**src/hdl/rsas_pkg.sv**
```systemverilog
`default_nettype none
// ---------------------------------------------------------------------------
// rsas_pkg - shared types and constants for the rotated sorted array search
// Operation and status codes, controller states, and the command and status
// structs that join the controller and the datapath.
// ---------------------------------------------------------------------------
package rsas_pkg;

    // Fixed field widths
    localparam int OP_W     = 2;
    localparam int DATA_W   = 32;
    localparam int STATUS_W = 2;
    localparam int POS_W    = 8;

    // Default store depth
    localparam int DEPTH_DEF = 256;

    // Flipping the sign bit makes unsigned order match signed order
    localparam logic [DATA_W-1:0] SIGN_FLIP = {1'b1, {(DATA_W-1){1'b0}}};

    typedef enum logic [OP_W-1:0] {
        OP_CLEAR  = 2'd0,
        OP_APPEND = 2'd1,
        OP_SEARCH = 2'd2
    } op_t;

    typedef enum logic [STATUS_W-1:0] {
        STAT_FOUND   = 2'd0,
        STAT_MISSING = 2'd1,
        STAT_EMPTY   = 2'd2
    } status_t;

    // Read address select for the element store
    typedef enum logic [1:0] {
        RD_MID  = 2'd0,
        RD_LAST = 2'd1,
        RD_ZERO = 2'd2
    } rd_sel_t;

    typedef enum logic [3:0] {
        S_IDLE,
        S_HI_RD,
        S_HI_WT,
        S_MIN_RD,
        S_MIN_WT,
        S_FIRST_RD,
        S_FIRST_WT,
        S_RUN_RD,
        S_RUN_WT,
        S_DONE
    } state_t;

    // Controller to datapath
    typedef struct packed {
        logic    accept;       // input word taken; clear/append done here
        rd_sel_t rd_sel;       // store read address this cycle
        logic    min_init;     // lo = 0, hi = last, hi value from read data
        logic    min_step;     // one probe of the minimum search
        logic    run_init;     // latch rotation, pick the run to search
        logic    run_step;     // one probe of the key search
        logic    set_empty;    // result: empty array
        logic    set_missing;  // result: key not found
        logic    load_out;     // move result into the output register
    } dp_cmd_t;

    // Datapath to controller
    typedef struct packed {
        logic op_search;   // incoming word is a search
        logic count_zero;  // no stored elements
        logic lo_lt_hi;    // search range not yet empty
        logic hit;         // probed element equals the key
        logic out_busy;    // output register full and not taken this cycle
    } dp_sts_t;

endpackage : rsas_pkg
`default_nettype wire

```
**src/hdl/rsas_ctrl.sv**
```systemverilog
`default_nettype none
// ---------------------------------------------------------------------------
// rsas_ctrl - search sequencer
// Steps the datapath through the minimum search, the run selection and the
// key search, a read and a wait state per probe, then loads the output.
// ---------------------------------------------------------------------------
module rsas_ctrl (
    input  wire logic              clk,
    input  wire logic              rst_n,
    input  wire logic              in_valid,
    output logic                   in_ready,
    input  wire rsas_pkg::dp_sts_t sts,
    output rsas_pkg::dp_cmd_t      cmd
);
    import rsas_pkg::*;

    state_t state_reg;
    state_t state_next;

    // State register
    always_ff @(posedge clk or negedge rst_n)
    begin
        if (!rst_n)
        begin
            state_reg <= S_IDLE;
        end
        else
        begin
            state_reg <= state_next;
        end
    end

    // Next state and commands
    always_comb
    begin
        state_next = state_reg;
        cmd        = '0;
        cmd.rd_sel = RD_MID;
        in_ready   = 1'b0;
        unique case (state_reg)
            S_IDLE:
            begin
                in_ready = 1'b1;
                if (in_valid)
                begin
                    cmd.accept = 1'b1;
                    if (sts.op_search)
                    begin
                        if (sts.count_zero)
                        begin
                            cmd.set_empty = 1'b1;
                            state_next    = S_DONE;
                        end
                        else
                        begin
                            state_next = S_HI_RD;
                        end
                    end
                end
            end
            S_HI_RD:
            begin
                cmd.rd_sel = RD_LAST;
                state_next = S_HI_WT;
            end
            S_HI_WT:
            begin
                cmd.min_init = 1'b1;
                state_next   = S_MIN_RD;
            end
            S_MIN_RD:
            begin
                state_next = sts.lo_lt_hi ? S_MIN_WT : S_FIRST_RD;
            end
            S_MIN_WT:
            begin
                cmd.min_step = 1'b1;
                state_next   = S_MIN_RD;
            end
            S_FIRST_RD:
            begin
                cmd.rd_sel = RD_ZERO;
                state_next = S_FIRST_WT;
            end
            S_FIRST_WT:
            begin
                cmd.run_init = 1'b1;
                state_next   = S_RUN_RD;
            end
            S_RUN_RD:
            begin
                if (sts.lo_lt_hi)
                begin
                    state_next = S_RUN_WT;
                end
                else
                begin
                    cmd.set_missing = 1'b1;
                    state_next      = S_DONE;
                end
            end
            S_RUN_WT:
            begin
                cmd.run_step = 1'b1;
                state_next   = sts.hit ? S_DONE : S_RUN_RD;
            end
            S_DONE:
            begin
                if (!sts.out_busy)
                begin
                    cmd.load_out = 1'b1;
                    state_next   = S_IDLE;
                end
            end
            default:
            begin
                state_next = S_IDLE;
            end
        endcase
    end
endmodule : rsas_ctrl
`default_nettype wire

```
**config.mk**
```make
export PLATFORM = sky130hd
export DESIGN_NAME = rsas_ctrl
export DESIGN_NICKNAME = d
export VERILOG_FILES = /design/src/hdl/rsas_pkg.sv /design/src/hdl/rsas_ctrl.sv
export SDC_FILE = /design/constraint.sdc
export NUM_CORES = 1
export LEC_CHECK = 0
export BUFFER_PORTS_ARGS = -buffer_cell sky130_fd_sc_hd__buf_4
export CORE_AREA = 4 4 41 43
export CTS_CLUSTER_SIZE = 12
export DETAILED_ROUTE_END_ITERATION = 8
export DIE_AREA = 0 0 45 47
export PLACE_DENSITY_LB_ADDON = 0.1
export RECOVER_POWER = 25
export SLEW_MARGIN = 20
export SYNTH_ARGS = -nofsm -noshare
export SYNTH_HDL_FRONTEND = slang
export SYNTH_SLANG_ARGS = --single-unit
```
**constraint.sdc**
```tcl
create_clock -name clk -period 3.2 [get_ports clk]
set_clock_uncertainty 0.05 [all_clocks]
set_input_delay 0 -clock clk [delete_from_list [all_inputs] [get_ports clk]]
set_output_delay 0 -clock clk [all_outputs]
set_load 0.05 [all_outputs]
```
== Word level (Yosys, flattened, before mapping) ==
Index checks and enable logic that the tools add are counted.
Word-level totals
  logic and storage cells: 40
  bits of input ports: 8
  output and inout bits: 11
  register bits: 4
Cells by class
  multiplexer cells: 24
  equal/unequal tests: 12
  reduce and logical (&&, ||, !) cells: 3
Operators by type and width (count)
  4-bit case mux with 9 select lines: 1
  4-bit 2-to-1 mux: 5
  1-bit 2-to-1 mux: 17
  4-bit by 3-bit equality test with 1-bit output (second input constant): 4
  4-bit by 2-bit equality test with 1-bit output (second input constant): 2
  4-bit equality test (second input constant): 2
  2-bit != test (second input constant): 3
  4-bit by 1-bit equality test with 1-bit output (second input constant): 1
  4-bit zero test: 1
  2-bit case mux with 2 select lines: 1
  3-bit AND reduction: 1
  2-bit OR reduction: 1

== Depth between registers and ports, before layout ==
  word-level depth: 4
  gate-level depth with buffers: 4
  gate-level depth less buffers: 3

== Worst setup path after synthesis ==
Ideal clock, no wire load.
  path type: register -> output
  from: register state_reg[0]
  to: output port cmd[6] in the netlist's numbering
  data required time: 3.150 ns
  path buffers: 1
  stages on the path, launching flop included: 3
  path slack: 0.850 ns
  data arrival time: 2.300 ns
  cell sequence: dfrtp_1 -> buf_4 -> nor4b_1
RTL lines
  start: declaration: line rsas_ctrl.sv:17  | state_t state_reg;
  start signal: assignment: line rsas_ctrl.sv:29  | state_reg <= state_next;
  end: declaration: line rsas_ctrl.sv:13  | output rsas_pkg::dp_cmd_t cmd

==> results by group <==
Floorplanning
  – Num ports: 19
  – Initial core utilization: 0.313
  – Core footprint: 1300 sq um
  – Vert. Die Dim: 47 um
  – Die width: 45 um
  – Total Die Area: 2120 sq um
  – Number of standard-cell rows in the floorplan: 13

Run status
  – Status: finished, final reports clean

CTS
  – Post-CTS resize count: 0
  – Clock H-tree levels: 1
  – Source-to-sink clock delay at the later pin of the worst-skew pair: 0.24 ns
  – CTS tree: built
  – Num Clock Sinks: 4
  – CTS max path bufs: 2
  – Number of buffers added for setup after CTS: 0
  – Number of buffers inserted during clock tree synthesis: 3
  – Clock-pin transition on the worst setup and hold timing paths: 0.04 ns
  – Count of hold-fix buffers inserted at cts: 2
  – Buffer type at the clock tree root: sky130_fd_sc_hd__clkbuf_4

Synth
  – Post-Synthesis Net Count: 55
  – Synthesized flop and latch total: 4
  – Number of synthesized flops with an enable pin: 0
  – Sequential cell area fraction in the yosys report: 0.246
  – Mapped Area: 407 sq um
  – Count of distinct cell types in the synthesized netlist: 31
  – Flip-flop cell with the highest count after synthesis: sky130_fd_sc_hd__dfrtp_1
  – Syn Inst Count: 47
  – Post-synthesis average cell area: 8.65 sq um
  – Share of synthesized flip-flops with an asynchronous set or reset: 1.00
  – Number of warnings reported in the yosys synthesis log: 0

Detailed routing
  – Average wire length per cell after detail routing: 12.3 um
  – DRC violations left: 0
  – Routed via count: 408
  – Via count normalized by instance count: 5.04
  – Iteration-0 DRC count of the detailed router: 9
  – Antenna-violating nets left: 0
  – First-pass DRT Iterations: 4
  – Overall routed net length: 997 um

Layout
  – Net total in the final layout: 76
  – Cell Count, Final, Fillers Out: 81
  – Flip-flop count of the largest register, all copies and words added: 4
  – Share of cells above drive strength 1: 0.424
  – Most used cells in the layout excluding fill and tap cells: sky130_fd_sc_hd__buf_4, sky130_fd_sc_hd__nor3_1, sky130_fd_sc_hd__nor2_1, sky130_fd_sc_hd__dfrtp_1
  – Leading cell type in the layout, fill and taps excluded: sky130_fd_sc_hd__buf_4
  – Fill cells: 135
  – ANT cells: 0
  – Signed area change from the synthesized netlist to the final layout: 39.7%

STA
  – Minimum period implied by the final worst setup slack: 1.70 ns
  – Final-report setup violation count: 0
  – Final-layout setup total negative slack: 0 ns
  – Achievable clock frequency: 589 MHz
  – Worst Tran Pin Value: 0.544 ns
  – Final hold violation count: 0
  – Worst slew slack as a fraction of its limit: 0.637
  – Setup repair after global routing missed its margin: no
  – Ratio of final minimum period to clock period: 0.530
  – Fin. max-slew vios: 0

Job
  – Number of maximum-capacitance constraint violations: 0

GRT
  – Maximum number of pins on one net before global-route repair: 18
  – Global-route wire length before repair: 1.62 mm
  – Met1 routing resource usage after global routing: 0.140
  – Routing usage on met3: 0.0575
  – Most Crowded Layer GR: met2
  – Overall track demand over capacity in global routing: 0.109
  – Via count of the first global-routing pass: 371
  – Number of antenna violations at the first check in global routing: 0
  – Remaining Overflow, GRT: 0
  – Met2 layer usage reported by global route: 0.164

Pwr
  – Worst IR drop on VDD: 495 uV
  – Power share of the sequential group: 0.273
  – Int Pwr: 0.290 mW
  – Switching part of the total power: 0.555
  – Combinational share of power: 0.630
  – Clock network fraction of total power: 0.097
  – Psw: 0.362 mW
  – Power per cell area: 1150 nW/um^2
  – Static leakage: 0.262 nW

Critical path
  – Worst Path Class, Setup: reg -> out
  – CP startpoint kind: flop
  – Endpoint required time on the critical path: 3.15 ns
  – Arrival time at the worst endpoint: 1.65 ns
  – Largest driver fanout on the critical path: 17
  – Critical path endpoint category: output pin

Placed design
  – Count of buffers inserted at the top-level ports: 18
  – Gpl congestion: 0.706
  – Number of instances in the placed design: 76
  – Sum of net half-perimeters after detailed placement: 750 um

Hold path
  – Class of the tightest hold or removal check: in -> reg
layout make-up:
class / count / area (sq um) / area share
clock buffer: 3 / 22.5 / 0.0396
inverter: 2 / 7.51 / 0.0132
timing repair buffer: 20 / 151 / 0.267
sequential: 4 / 100 / 0.176
multi-input combinational: 37 / 268 / 0.471
tap: 15 / 18.8 / 0.0330
metrics by stage:
step	util	setup slack [ns]	hold WS, ns	area, sq um	total power [mW]
after floorplan	-	0.850	-0.346	407	0.511
after global placement	0.407	1.73	-0.247	529	0.592
after detailed placement	0.407	1.74	-0.249	529	0.588
after CTS	0.439	1.49	0.0395	572	0.658
after global routing	0.437	1.37	0.0580	568	0.707
final	0.437	1.50	0.0688	568	0.652
cell usage after synthesis, types with 2 or more instances:
cell | count | area share
sky130_fd_sc_hd__a21oi_1 | 2 | 0.025
sky130_fd_sc_hd__and3_1 | 2 | 0.031
sky130_fd_sc_hd__buf_4 | 2 | 0.037
sky130_fd_sc_hd__dfrtp_1 | 4 | 0.25
sky130_fd_sc_hd__nand2b_1 | 3 | 0.046
sky130_fd_sc_hd__nor2_1 | 4 | 0.037
sky130_fd_sc_hd__nor2b_1 | 2 | 0.031
sky130_fd_sc_hd__nor3_1 | 4 | 0.049
sky130_fd_sc_hd__o21ai_1 | 2 | 0.025
layer usage:
layer	up-vias	part of all wire	wire length, um
met5	-	0	0
met4	0	0	0
met3	0	0.069	69
met2	9	0.45	447
met1	188	0.48	480
li1	211	-	-
final timing paths:
check,start,to,slack [ns],depth (start not counted)
worst max-delay path,state_reg[1],cmd[2],1.50,4
worst min-delay path,sts[0],state_reg[0],0.07,3
worst max register to register,state_reg[0],state_reg[3],1.71,3
worst min register to register,state_reg[3],state_reg[2],0.70,1
max in group asynchronous,rst_n,state_reg[1],2.82,2
min in group asynchronous,rst_n,state_reg[0],0.08,2
power by group through the flow:
stage	logic (mW)	clock network, mW	registers (mW)
floorplan	0.397	0	0.114
global placement	0.413	0	0.180
detailed placement	0.409	0	0.179
CTS	0.415	0.0667	0.176
global route	0.447	0.0714	0.188
finish	0.411	0.0629	0.178
cell families (layout without fill, tap and decap cells):
family | after synthesis | after routing | share of synthesized area
XOR/XNOR | 1 | 1 | 0.0215
buffers and inverters | 6 | 25 | 0.0953
multiplexers | 2 | 2 | 0.0646
AO/OA/AOI/OAI | 10 | 10 | 0.166
AND/OR/NAND/NOR | 24 | 24 | 0.406
flip-flops | 4 | 4 | 0.246
critical path, cell delays in order (launching register included):
cell and delay, ns:
sky130_fd_sc_hd__dfrtp_1 0.56, sky130_fd_sc_hd__nor4_4 0.35, sky130_fd_sc_hd__and2_1 0.17, sky130_fd_sc_hd__and3_1 0.15, sky130_fd_sc_hd__buf_4 0.19
Power figures use the tool's default switching activity.
